--- src/rbe_pkg.sv ---
// ----------------------------------------------------------------------------
// RLE bitmap row encoder package
// Shared constants, symbol codes, types and helper functions.
// ----------------------------------------------------------------------------
`default_nettype none

package rbe_pkg;

   localparam int MAX_COLS   = 4096;
   localparam int MAX_ROWS   = 4096;
   localparam int CFG_W      = 13;
   localparam int POS_W      = 12;
   localparam int CSR_IDX_W  = 2;
   localparam int SYM_W      = 8;
   localparam int BCD_DIGITS = 4;
   localparam int MAX_SYMS   = 8;
   localparam int SLOT_W     = $clog2(MAX_SYMS);
   localparam int CNT_W      = $clog2(MAX_SYMS + 1);
   localparam int Q_DEPTH    = 4;
   localparam int QPTR_W     = $clog2(Q_DEPTH);
   localparam int QCNT_W     = $clog2(Q_DEPTH + 1);

   typedef enum logic [CSR_IDX_W-1:0] {
      CSR_ROW_LENGTH = 2'd0,
      CSR_ROW_COUNT  = 2'd1
   } csr_index_type;

   localparam logic [SYM_W-1:0] SYM_ZERO     = 8'h30;
   localparam logic [SYM_W-1:0] SYM_NINE     = 8'h39;
   localparam logic [SYM_W-1:0] SYM_LIVE     = 8'h6F;
   localparam logic [SYM_W-1:0] SYM_DEAD     = 8'h62;
   localparam logic [SYM_W-1:0] SYM_ROW_END  = 8'h24;
   localparam logic [SYM_W-1:0] SYM_NEWLINE  = 8'h0A;
   localparam logic [SYM_W-1:0] SYM_GRID_END = 8'h21;

   typedef logic [BCD_DIGITS-1:0][3:0] bcd_type;
   typedef logic [MAX_SYMS-1:0][SYM_W-1:0] sym_list_type;

   localparam bcd_type BCD_ONE = bcd_type'(16'h0001);

   typedef struct packed {
      sym_list_type     syms;
      logic [CNT_W-1:0] count;
   } job_type;

   function automatic bcd_type bcd_inc(bcd_type v);
      bcd_type r;
      logic carry;
      r = v;
      carry = 1'b1;
      for (int k = 0; k < BCD_DIGITS; k++) begin
         if (carry) begin
            if (r[k] == 4'd9) begin
               r[k] = 4'd0;
            end else begin
               r[k] = r[k] + 4'd1;
               carry = 1'b0;
            end
         end
      end
      return r;
   endfunction

   function automatic logic [2:0] bcd_len(bcd_type v);
      logic [2:0] n;
      if (v[3] != 4'd0) begin
         n = 3'd4;
      end else if (v[2] != 4'd0) begin
         n = 3'd3;
      end else if (v[1] != 4'd0) begin
         n = 3'd2;
      end else begin
         n = 3'd1;
      end
      return n;
   endfunction

   function automatic logic [POS_W-1:0] last_index(logic [CFG_W-1:0] v, int cap);
      logic [CFG_W-1:0] m;
      if (v == '0) begin
         m = '0;
      end else if (v > CFG_W'(cap)) begin
         m = CFG_W'(cap - 1);
      end else begin
         m = v - CFG_W'(1);
      end
      return m[POS_W-1:0];
   endfunction

endpackage

`default_nettype wire

--- src/rbe_front.sv ---
// ----------------------------------------------------------------------------
// RLE bitmap row encoder front end
// Accepts cell beats, tracks the open run and grid position, holds the
// grid size registers and turns each beat into a list of symbols.
// ----------------------------------------------------------------------------
`default_nettype none

module rbe_front import rbe_pkg::*; (
   input  wire logic                 clock,
   input  wire logic                 reset,
   input  wire logic                 req_valid,
   output logic                      req_stall,
   input  wire logic                 req_cell_req,
   input  wire logic                 csr_valid,
   input  wire logic [CSR_IDX_W-1:0] csr_index,
   input  wire logic [CFG_W-1:0]     csr_data,
   input  wire logic                 q_full,
   output logic                      q_push,
   output job_type                   q_job
);

   logic             run_value_ff, run_value_in;
   logic             run_active_ff, run_active_in;
   bcd_type          run_bcd_ff, run_bcd_in;
   logic [POS_W-1:0] column_ff, column_in;
   logic [POS_W-1:0] row_ff, row_in;
   logic [POS_W-1:0] last_col_ff, last_col_in;
   logic [POS_W-1:0] last_row_ff, last_row_in;

   logic    accept;
   logic    changed;
   logic    row_end;
   logic    grid_end;
   logic    cfg_hit;
   bcd_type new_bcd;
   job_type job;

   function automatic job_type append_sym(job_type j, logic [SYM_W-1:0] s);
      job_type r;
      r = j;
      r.syms[r.count[SLOT_W-1:0]] = s;
      r.count = r.count + CNT_W'(1);
      return r;
   endfunction

   function automatic job_type append_run(job_type j, bcd_type len, logic val);
      job_type    r;
      logic [2:0] nd;
      r = j;
      nd = bcd_len(len);
      if (len != BCD_ONE) begin
         for (int k = BCD_DIGITS - 1; k >= 0; k--) begin
            if (3'(k) < nd) begin
               r = append_sym(r, SYM_ZERO + {4'd0, len[k]});
            end
         end
      end
      r = append_sym(r, val ? SYM_LIVE : SYM_DEAD);
      return r;
   endfunction

   assign req_stall = q_full || cfg_hit;
   assign accept    = req_valid && !req_stall;
   assign changed   = run_active_ff && (req_cell_req != run_value_ff);
   assign row_end   = (column_ff == last_col_ff);
   assign grid_end  = (row_ff == last_row_ff);
   assign new_bcd   = (changed || !run_active_ff) ? BCD_ONE : bcd_inc(run_bcd_ff);
   assign cfg_hit   = csr_valid && ((csr_index == CSR_ROW_LENGTH) ||
                                    (csr_index == CSR_ROW_COUNT));

   always_comb begin
      job = '0;
      if (changed) begin
         job = append_run(job, run_bcd_ff, run_value_ff);
      end
      if (row_end) begin
         job = append_run(job, new_bcd, req_cell_req);
         if (grid_end) begin
            job = append_sym(job, SYM_GRID_END);
         end else begin
            job = append_sym(job, SYM_ROW_END);
            job = append_sym(job, SYM_NEWLINE);
         end
      end
   end

   assign q_job  = job;
   assign q_push = accept && !cfg_hit && (job.count != '0);

   always_comb begin
      run_value_in  = run_value_ff;
      run_active_in = run_active_ff;
      run_bcd_in    = run_bcd_ff;
      column_in     = column_ff;
      row_in        = row_ff;
      last_col_in   = last_col_ff;
      last_row_in   = last_row_ff;
      if (cfg_hit) begin
         run_value_in  = 1'b0;
         run_active_in = 1'b0;
         column_in     = '0;
         row_in        = '0;
         if (csr_index == CSR_ROW_LENGTH) begin
            last_col_in = last_index(csr_data, MAX_COLS);
         end else begin
            last_row_in = last_index(csr_data, MAX_ROWS);
         end
      end else if (accept) begin
         run_value_in = req_cell_req;
         if (row_end) begin
            run_active_in = 1'b0;
            column_in     = '0;
            row_in        = grid_end ? '0 : row_ff + POS_W'(1);
         end else begin
            run_active_in = 1'b1;
            run_bcd_in    = new_bcd;
            column_in     = column_ff + POS_W'(1);
         end
      end
   end

   always_ff @(posedge clock) begin
      if (reset) begin
         run_value_ff  <= 1'b0;
         run_active_ff <= 1'b0;
         column_ff     <= '0;
         row_ff        <= '0;
         last_col_ff   <= '0;
         last_row_ff   <= '0;
      end else begin
         run_value_ff  <= run_value_in;
         run_active_ff <= run_active_in;
         column_ff     <= column_in;
         row_ff        <= row_in;
         last_col_ff   <= last_col_in;
         last_row_ff   <= last_row_in;
      end
   end

   always_ff @(posedge clock) begin
      run_bcd_ff <= run_bcd_in;
   end

endmodule

`default_nettype wire

--- src/rbe_queue.sv ---
// ----------------------------------------------------------------------------
// RLE bitmap row encoder symbol list queue
// A short FIFO of symbol lists between the front end and the emitter.
// ----------------------------------------------------------------------------
`default_nettype none

module rbe_queue import rbe_pkg::*; (
   input  wire logic    clock,
   input  wire logic    reset,
   input  wire logic    push,
   input  wire job_type push_job,
   output logic         full,
   output logic         head_valid,
   output job_type      head_job,
   input  wire logic    pop
);

   job_type           entry_ff [Q_DEPTH];
   logic [QPTR_W-1:0] wr_ptr_ff, wr_ptr_in;
   logic [QPTR_W-1:0] rd_ptr_ff, rd_ptr_in;
   logic [QCNT_W-1:0] count_ff, count_in;

   assign full       = (count_ff == QCNT_W'(Q_DEPTH));
   assign head_valid = (count_ff != '0);
   assign head_job   = entry_ff[rd_ptr_ff];

   always_comb begin
      wr_ptr_in = push ? wr_ptr_ff + QPTR_W'(1) : wr_ptr_ff;
      rd_ptr_in = pop ? rd_ptr_ff + QPTR_W'(1) : rd_ptr_ff;
      count_in  = count_ff;
      if (push && !pop) begin
         count_in = count_ff + QCNT_W'(1);
      end else if (pop && !push) begin
         count_in = count_ff - QCNT_W'(1);
      end
   end

   always_ff @(posedge clock) begin
      if (reset) begin
         wr_ptr_ff <= '0;
         rd_ptr_ff <= '0;
         count_ff  <= '0;
      end else begin
         wr_ptr_ff <= wr_ptr_in;
         rd_ptr_ff <= rd_ptr_in;
         count_ff  <= count_in;
      end
   end

   always_ff @(posedge clock) begin
      if (push) begin
         entry_ff[wr_ptr_ff] <= push_job;
      end
   end

endmodule

`default_nettype wire

--- src/rbe_back.sv ---
// ----------------------------------------------------------------------------
// RLE bitmap row encoder emitter
// Walks the symbol list at the queue head and sends one symbol per beat
// through a registered output stage.
// ----------------------------------------------------------------------------
`default_nettype none

module rbe_back import rbe_pkg::*; (
   input  wire logic    clock,
   input  wire logic    reset,
   input  wire logic    head_valid,
   input  wire job_type head_job,
   output logic         pop,
   output logic         rsp_valid,
   input  wire logic    rsp_stall,
   output logic [SYM_W-1:0] rsp_symbol,
   output logic         rsp_last
);

   logic [SLOT_W-1:0] idx_ff, idx_in;
   logic              valid_ff, valid_in;
   logic [SYM_W-1:0]  symbol_ff, symbol_in;
   logic              last_ff, last_in;
   logic              take;
   logic              at_end;

   assign take   = head_valid && (!valid_ff || !rsp_stall);
   assign at_end = ((CNT_W'(idx_ff) + CNT_W'(1)) == head_job.count);
   assign pop    = take && at_end;

   always_comb begin
      idx_in    = idx_ff;
      valid_in  = valid_ff && rsp_stall;
      symbol_in = symbol_ff;
      last_in   = last_ff;
      if (take) begin
         valid_in  = 1'b1;
         symbol_in = head_job.syms[idx_ff];
         last_in   = at_end;
         idx_in    = at_end ? '0 : idx_ff + SLOT_W'(1);
      end
   end

   always_ff @(posedge clock) begin
      if (reset) begin
         idx_ff   <= '0;
         valid_ff <= 1'b0;
      end else begin
         idx_ff   <= idx_in;
         valid_ff <= valid_in;
      end
   end

   always_ff @(posedge clock) begin
      symbol_ff <= symbol_in;
      last_ff   <= last_in;
   end

   assign rsp_valid  = valid_ff;
   assign rsp_symbol = symbol_ff;
   assign rsp_last   = last_ff;

endmodule

`default_nettype wire

--- src/rle_bitmap_row_encoder_top.sv ---
// The first symbol of a beat is written into the list queue and then registered in the
// output stage. The cell input takes one beat per cycle while the queue is not full and
// no grid size write is pending; the output sends one symbol per cycle while not stalled.
// A four-entry list queue decouples the cell input from the symbol output.
// Reset clears the run and position, sets a 1 by 1 grid and empties the queue.
// ----------------------------------------------------------------------------
// RLE bitmap row encoder top level
// Encodes a row-major cell bit stream as the body of a Life RLE pattern.
// ----------------------------------------------------------------------------
`default_nettype none

module rle_bitmap_row_encoder_top import rbe_pkg::*; (
   input  wire logic                 clock,
   input  wire logic                 reset,
   input  wire logic                 req_valid,
   output logic                      req_stall,
   input  wire logic                 req_cell_req,
   output logic                      rsp_valid,
   input  wire logic                 rsp_stall,
   output logic [SYM_W-1:0]          rsp_symbol,
   output logic                      rsp_last,
   input  wire logic                 csr_valid,
   output logic                      csr_ready,
   input  wire logic [CSR_IDX_W-1:0] csr_index,
   input  wire logic [CFG_W-1:0]     csr_data
);

   logic    q_full;
   logic    q_push;
   job_type q_job;
   logic    head_valid;
   job_type head_job;
   logic    q_pop;

   assign csr_ready = 1'b1;

   rbe_front u_front (
      .clock        (clock),
      .reset        (reset),
      .req_valid    (req_valid),
      .req_stall    (req_stall),
      .req_cell_req (req_cell_req),
      .csr_valid    (csr_valid),
      .csr_index    (csr_index),
      .csr_data     (csr_data),
      .q_full       (q_full),
      .q_push       (q_push),
      .q_job        (q_job)
   );

   rbe_queue u_queue (
      .clock      (clock),
      .reset      (reset),
      .push       (q_push),
      .push_job   (q_job),
      .full       (q_full),
      .head_valid (head_valid),
      .head_job   (head_job),
      .pop        (q_pop)
   );

   rbe_back u_back (
      .clock      (clock),
      .reset      (reset),
      .head_valid (head_valid),
      .head_job   (head_job),
      .pop        (q_pop),
      .rsp_valid  (rsp_valid),
      .rsp_stall  (rsp_stall),
      .rsp_symbol (rsp_symbol),
      .rsp_last   (rsp_last)
   );

endmodule

`default_nettype wire

--- config.mk ---
export PLATFORM = sky130hd
export DESIGN_NAME = rle_bitmap_row_encoder_top
export DESIGN_NICKNAME = d
export VERILOG_FILES = /design/src/rbe_pkg.sv /design/src/rbe_front.sv /design/src/rbe_queue.sv /design/src/rbe_back.sv /design/src/rle_bitmap_row_encoder_top.sv
export SDC_FILE = /design/constraint.sdc
export NUM_CORES = 1
export LEC_CHECK = 0
export BUFFER_PORTS_ARGS = -buffer_cell sky130_fd_sc_hd__buf_2
export CELL_PAD_IN_SITES_DETAIL_PLACEMENT = 2
export CELL_PAD_IN_SITES_GLOBAL_PLACEMENT = 2
export CORE_MARGIN = 8
export CORE_UTILIZATION = 44
export DETAILED_ROUTE_END_ITERATION = 8
export GPL_TIMING_DRIVEN = 0
export PLACE_DENSITY_LB_ADDON = 0.1
export SLEW_MARGIN = 30
export SYNTH_ARGS = -nofsm -noshare
export SYNTH_HDL_FRONTEND = slang
export SYNTH_SLANG_ARGS = --single-unit
--- constraint.sdc ---
create_clock -name clock -period 8.55 [get_ports clock]
set_clock_uncertainty 0.2 [all_clocks]
set_input_delay 1.2825 -clock clock [delete_from_list [all_inputs] [get_ports clock]]
set_output_delay 1.2825 -clock clock [all_outputs]
set_load 0.02 [all_outputs]
; ---- After elaboration in Yosys (flattened, before gate mapping)
; Memory sizes are Yosys's and may differ from the RTL's. A register that Yosys moved wholly into a read port is not among the register bits.
; Cells that the tools add are included.
; Widths: inputs -> output; s select.
[totals]
elab_cells = 250
output_inout_bits = 12
input_bits = 21
mem_bits_rw = 272
reg_bits = 86
memories = 1
[op_classes]
mux = 96
eq_ne = 12
add_sub_neg = 32
bitwise_logic = 12
reduce_logical = 48
n_lt_le_gt_ge = 32
[mem_list]
columns = name, words, width, rd, rd_clocked_by_memory_dff, wr, line
row1 = u_queue.entry_ff, 4, 68, 1, 1, 1, rbe_queue.sv:18  ; job_type entry_ff [Q_DEPTH];
[ops]
columns = cell, count
row1 = $mux 68, 26
row2 = $bwmux 64, 9
row3 = $demux 8 s3, 11
row4 = $and 48x48->48, 3
row5 = $not 48->48, 3
row6 = $mux 8, 12
row7 = $add 4x1->4 const B, 15
row8 = $mux 12, 5
row9 = $add 6x4->7 const A, 8
row10 = $lt 3x4->1 const B, 12
row11 = $or 16x16->16, 3
row12 = $mux 4, 9
row13 = $ge 3x1->1 const B, 11
row14 = $ne 16x1->1 const B, 2
row15 = $reduce_bool 4->1, 7
row16 = $mux 3, 9
row17 = $add 12x1->12 const B, 2
row18 = $bmux 8 s3, 1
row19 = $eq 12x12->1, 2
row20 = $logic_and 1x1->1, 21
row21 = $eq 4x4->1 const B, 4
row22 = $mux 16, 1
row23 = $gt 13x13->1 const B, 1
row24 = $logic_not 13->1, 1
row25 = other kinds (22), 54

; ---- Longest topological paths before layout
[logic_depth]
word_depth = 87
mapped_depth = 34
mapped_depth_nobuf = 31

; ---- Hierarchy
; From an unflattened synthesis, not the netlist that was laid out.
[unflattened]
cells_unflattened = 1496
hier_area_um2 = 18761.7
[by_module_without_submodules]
columns = mod, instances, cells_per_inst, area_each_um2, seq_area_each_um2
row1 = rbe_queue, 1, 400, 10266.1, 8348.0
row2 = rbe_front, 1, 1028, 7418.4, 1481.4
row3 = rbe_back, 1, 66, 1066.0, 350.3
row4 = rle_bitmap_row_encoder_top, 1, 2, 11.3, 0.0

; ---- Worst setup path after synthesis
; No wires, ideal clock.
[synth_timing]
path_kind = in2reg
from = input port req_cell_req
to = memory u_queue.entry_ff[0][0] (netlist name), enable pin
setup_ns = 0.424
path_slack_ns = 0.552
stages = 25
n_path_buf = 2
arrival_time_ns = 7.373
required_time_ns = 7.926
cell_sequence = xnor2_2 > nor2b_1 > clkbuf_1 > o21ai_0 > inv_1 > ha_1 > a21o_1 > ha_1 > a21oi_1 > inv_1 > ha_1 > o21ai_0 > nand2_1 > ha_1 > a21o_1 > buf_2 > ha_1 > nand2_1 > nor3_1 > or3_1 > a22oi_1 > xnor2_1 > xnor2_1 > a31oi_4 > and2_1
[synth_between]
elab_chain_cells = 34
word_cells_on_any_way = 42
classes_between = 7 x add/sub / 4 x order compare / 2 x eq/ne / 22 x mux / 7 x reduce/logical
[synth_lines]
columns = item, line
row1 = start: declaration, rle_bitmap_row_encoder_top.sv:17  ; input wire logic req_cell_req,
row2 = $ne 1x1->1 *, rbe_front.sv:64  ; assign changed = run_active_ff && (req_cell_req != run_value_ff);
row3 = $logic_and 1x1->1 *, rbe_front.sv:64
row4 = $logic_or 1x1->1, rbe_front.sv:67  ; assign new_bcd = (changed || !run_active_ff) ? BCD_ONE : bcd_inc(run_bcd_ff);
row5 = $mux 16, rbe_front.sv:67
row6 = $reduce_bool 4->1, rbe_pkg.sv:70  ; end else if (v[1] != 4'd0) begin
row7 = $mux 2, rbe_pkg.sv:70
row8 = $mux 3, rbe_pkg.sv:68  ; end else if (v[2] != 4'd0) begin
row9 = $mux 3, rbe_pkg.sv:66  ; if (v[3] != 4'd0) begin
row10 = [... 17 more ...], --
row11 = $add 4x1->4 (3 in a row), rbe_front.sv:42  ; r.count = r.count + CNT_W'(1);
row12 = $mux 68, rbe_front.sv:78  ; if (grid_end) begin
row13 = $mux 68 *, rbe_front.sv:76  ; if (row_end) begin
row14 = $reduce_bool 4->1 *, rbe_front.sv:88  ; assign q_push = accept && !cfg_hit && (job.count != '0);
row15 = $logic_and 1x1->1 *, rbe_front.sv:88
row16 = net q_push, rle_bitmap_row_encoder_top.sv:29  ; logic q_push;
row17 = $mux 1 *, rbe_queue.sv:51  ; if (push) begin
row18 = $mux 1 (implied by the code) *, rbe_queue.sv:52  ; entry_ff[wr_ptr_ff] <= push_job;
row19 = end: declaration, rbe_queue.sv:18
; The timed path passes the listed nets; every way through them passes the cells marked *. The select of a mux whose other input is x is not followed.

==> results.tsv <==
stage	metric	value	unit
global_route	vias in the first global route	14100	
synth	register area share after synthesis	0.539	
global_route	GRT Resource Usage Total	0.301	
placement	I/O Buffers	29	
worst_setup_path	reg2reg start	u_front.run_bcd_ff[5]$_DFFE_PP_	
worst_setup_path	Top delay family on crit path	adder cells	
worst_setup_path	WP data required	8.83	ns
cts	source-to-sink clock delay at the later pin of the worst-skew pair	0.59	ns
placement	Routability Congestion	0.952	
synth	main flop type after synthesis	sky130_fd_sc_hd__edfxtp_1	
timing	Worst Hold Margin	0.315	ns
final_layout	number of filler cells placed in the layout	3772	
worst_setup_path	arrival time worst endpoint	8.44	ns
route	remaining antenna violation count	0	
final_layout	fraction of layout cells with a size suffix above 1	0.167	
worst_setup_path	crit path kind	reg2reg	
route	DR DRC count	0	
route	detailed-route via count	13300	
worst_setup_path	standard cell with the maximum stage delay on the critical path	sky130_fd_sc_hd__mux2i_1	
hold_path	Hold Crit Start	u_front.last_col_ff[0]$_SDFFE_PP0P_	
cts	clock buffer count from CTS	38	
power_and_ir_drop	maximum vdd ir drop	0.140	mV
floorplanning	effective utilization at floorplan	0.443	
timing	Achievable Freq	123	MHz
timing	final setup fails	0	
timing	Slew HR	0.296	
synth	top area cells in the synthesized netlist	sky130_fd_sc_hd__edfxtp_1 (47%), sky130_fd_sc_hd__mux4_2 (9.8%), sky130_fd_sc_hd__dfxtp_1 (7.4%), sky130_fd_sc_hd__nor2_1 (3.1%), sky130_fd_sc_hd__nand2_1 (2.8%)	
worst_setup_path	endpoint class of the critical path	register	
route	number of search-and-repair iterations in the first detailed-routing pass	5	
power_and_ir_drop	pwr/cell area	241	nW/um^2
timing	setup repair after global routing missed its margin	no	
global_route	GR Overflow Total	0	
synth	total standard cell area after synthesis	17000	sq um
floorplanning	Core Box Area	38500	sq um
timing	time the final worst path needs with I/O delays and setup	8.16	ns
cts	TritonCTS Sinks	327	
floorplanning	die outline width	213	microns
route	detailed-route vias per instance	6.47	
worst_setup_path	flop-to-flop setup slack	0.39	ns
cts	buffer cell driving the clock tree root	sky130_fd_sc_hd__clkbuf_16	
route	routed wire length	68000	microns
floorplanning	chip height	213	microns
route	Avg WL per Cell	33.1	microns
timing	final hold violation count	0	
global_route	largest net degree at the start of global routing	41	
final_layout	final layout net count	1560	
floorplanning	I/O pin cnt	33	
hold_path	worst hold path type	reg2reg	
timing	count of final max-slew check failures	0	
synth	Synth Area per Inst	12.0	sq um
worst_setup_path	delay contributed by the slowest stage of the critical path	0.58	ns
synth	number of flops mapped to enable cells by yosys	264	
global_route	first-pass GRT wire length	99600	microns
synth	cell with the most instances after synthesis	sky130_fd_sc_hd__edfxtp_1	
flow_run	max-capacitance violation count	0	
worst_setup_path	maximum fanout along the worst path	10	
cts	Clock H-tree levels	2	
cts	deepest clock path buffer count	3	
synth	post-synth top area share	0.465	
worst_setup_path	Critical path origin	u_front.run_bcd_ff[5]$_DFFE_PP_	
final_layout	combined area of the multi-input logic cells	7480	sq um
timing	period utilisation layout	0.955	
synth	post-synthesis sequential element count	327	
synth	library cell with the largest summed area after synthesis	sky130_fd_sc_hd__edfxtp_1	
outcome	run status	finished clean	
placement	DP Cell Count	1981	
synth	FFs w/ async S/R, synth	0	
synth	gate count after technology mapping	1426	
worst_setup_path	Crit path buffers/inverters	5	
timing	Slew @ Worst Pin	1.05	ns
final_layout	register area	9190	sq um
synth	synth cell count leaders	sky130_fd_sc_hd__edfxtp_1 (264), sky130_fd_sc_hd__nor2_1 (141), sky130_fd_sc_hd__nand2_1 (125)	
synth	unique cell type count in the Yosys netlist	88	
synth	Syn. warnings	0	
final_layout	final non-filler cell total	2055	
final_layout	area growth from synthesis to layout	13.5	%
final_layout	number of inserted diodes	0	
cts	CTS clock-pin slew for the worst setup and hold paths	0.07	ns
worst_setup_path	critical path launch point type	register	
floorplanning	Die ar.	45300	sq um
global_route	number of antenna violations at the first check in global routing	6	
power_and_ir_drop	Static Leak	6.44	nW
floorplanning	Cell Rows	72	
route	DRT iter0 DRCs	1339	
placement	HPWL reported at the end of detailed placement	46800	microns
worst_setup_path	most repeated library cell on the critical path	sky130_fd_sc_hd__ha_1	
cts	clock tree from TritonCTS	yes	
[through the flow]
step	utilization	power, mW	instance area [sq um]	setup TNS (ns)	setup WS [ns]
after floorplan	-	2.56	17100	0	0.552
after global placement	0.464	2.88	17800	-566.27	-2.37
after detailed placement	0.469	2.97	18000	-129.98	-0.949
after CTS	0.501	4.65	19300	0	0.0427
after global routing	0.503	4.78	19300	0	0.0464
final	0.503	4.67	19300	0	0.388
[tightest hold or removal path: stages (launching register included)]
cell	delay, ns
sky130_fd_sc_hd__dfxtp_1	0.32
sky130_fd_sc_hd__nor2_1	0.10
sky130_fd_sc_hd__a211oi_1	0.05
[repair_timing]
action,in CTS,in global routing
gates resized for setup,7,4
hold buffers,0,0
pin swaps,1,2
endpoints found under the setup margin,182,1
setup buffers,1,5
[final cells by class]
cell class,instances,share of cell area
Sequential cell,327,0.475
Multi-Input combinational cell,980,0.387
Clock buffer,56,0.0580
Tap cell,518,0.0335
Buffer,83,0.0191
Timing Repair Buffer,39,0.0155
Inverter,39,0.00757
Clock inverter,13,0.00433
[final timing paths]
kind	end	cells past startpoint
max	u_queue.count_ff[2]$_SDFFE_PP0P_	31
min	u_front.last_col_ff[0]$_SDFFE_PP0P_	2
max reg2reg	u_queue.count_ff[2]$_SDFFE_PP0P_	31
min reg2reg	u_front.last_col_ff[0]$_SDFFE_PP0P_	2
[power breakdown]
group | switching [mW] | internal (mW)
Clock | 0.735 | 0.919
Combinational | 0.764 | 0.343
Sequential | 0.0543 | 1.85
Total | 1.55 | 3.11
[cells in the final DEF (no fill, tap or decap), types with 6 or more instances in the layout]
cell type / n
sky130_fd_sc_hd__a31oi_1: 11
sky130_fd_sc_hd__nand2b_1: 14
sky130_fd_sc_hd__o221ai_1: 9
sky130_fd_sc_hd__clkbuf_1: 68
sky130_fd_sc_hd__a22oi_1: 9
sky130_fd_sc_hd__buf_2: 41
sky130_fd_sc_hd__conb_1: 6
sky130_fd_sc_hd__and3_1: 12
sky130_fd_sc_hd__o22ai_1: 12
sky130_fd_sc_hd__o31ai_1: 7
sky130_fd_sc_hd__mux4_2: 74
sky130_fd_sc_hd__clkinv_2: 7
sky130_fd_sc_hd__edfxtp_1: 264
sky130_fd_sc_hd__a211oi_1: 31
sky130_fd_sc_hd__ha_1: 30
sky130_fd_sc_hd__nor2b_1: 8
sky130_fd_sc_hd__or3_1: 12
sky130_fd_sc_hd__mux2_2: 7
sky130_fd_sc_hd__o21ai_0: 63
sky130_fd_sc_hd__buf_4: 10
sky130_fd_sc_hd__nand4_1: 15
sky130_fd_sc_hd__nand2_1: 125
sky130_fd_sc_hd__nand3_1: 38
sky130_fd_sc_hd__a21oi_1: 82
sky130_fd_sc_hd__maj3_1: 7
sky130_fd_sc_hd__inv_1: 35
sky130_fd_sc_hd__o211ai_1: 12
sky130_fd_sc_hd__nor3_1: 28
sky130_fd_sc_hd__xnor2_1: 40
sky130_fd_sc_hd__clkbuf_16: 41
sky130_fd_sc_hd__dfxtp_1: 63
sky130_fd_sc_hd__a21o_1: 8
sky130_fd_sc_hd__mux2i_1: 8
sky130_fd_sc_hd__a221oi_1: 9
sky130_fd_sc_hd__nor3_2: 7
sky130_fd_sc_hd__xor2_1: 42
sky130_fd_sc_hd__and2_1: 7
sky130_fd_sc_hd__nor2_1: 138
[registers in the layout, summed over array words and instances (netlist names), 3 cells and up, named ones only]
name / cells
u_back.idx_ff: 3
u_back.rsp_symbol: 7
u_front.column_ff: 12
u_front.last_col_ff: 12
u_front.last_row_ff: 12
u_front.row_ff: 12
u_front.run_bcd_ff: 16
u_queue.count_ff: 3
u_queue.entry_ff: 240
[cells by family after synthesis]
| group | synth area share |
|---|---|
| flip-flops | 0.539 |
| adder cells (fa/ha/maj) | 0.0273 |
| other | 0.000441 |
| AO/OA/AOI/OAI | 0.120 |
| multiplexers | 0.109 |
| XOR/XNOR | 0.0464 |
| buffers and inverters | 0.0300 |
| AND/OR/NAND/NOR | 0.128 |
[per-layer routing]
| layer | GRT usage | routed length (microns) | vias to the layer above |
|---|---|---|---|
| li1 | - | - | 5592 |
| met1 | 0.383 | 27300 | 6877 |
| met2 | 0.517 | 33600 | 659 |
| met3 | 0.0451 | 4320 | 166 |
| met4 | 0.109 | 2660 | 2 |
| met5 | 0 | 14 | - |
Power figures use the tool's default switching activity.
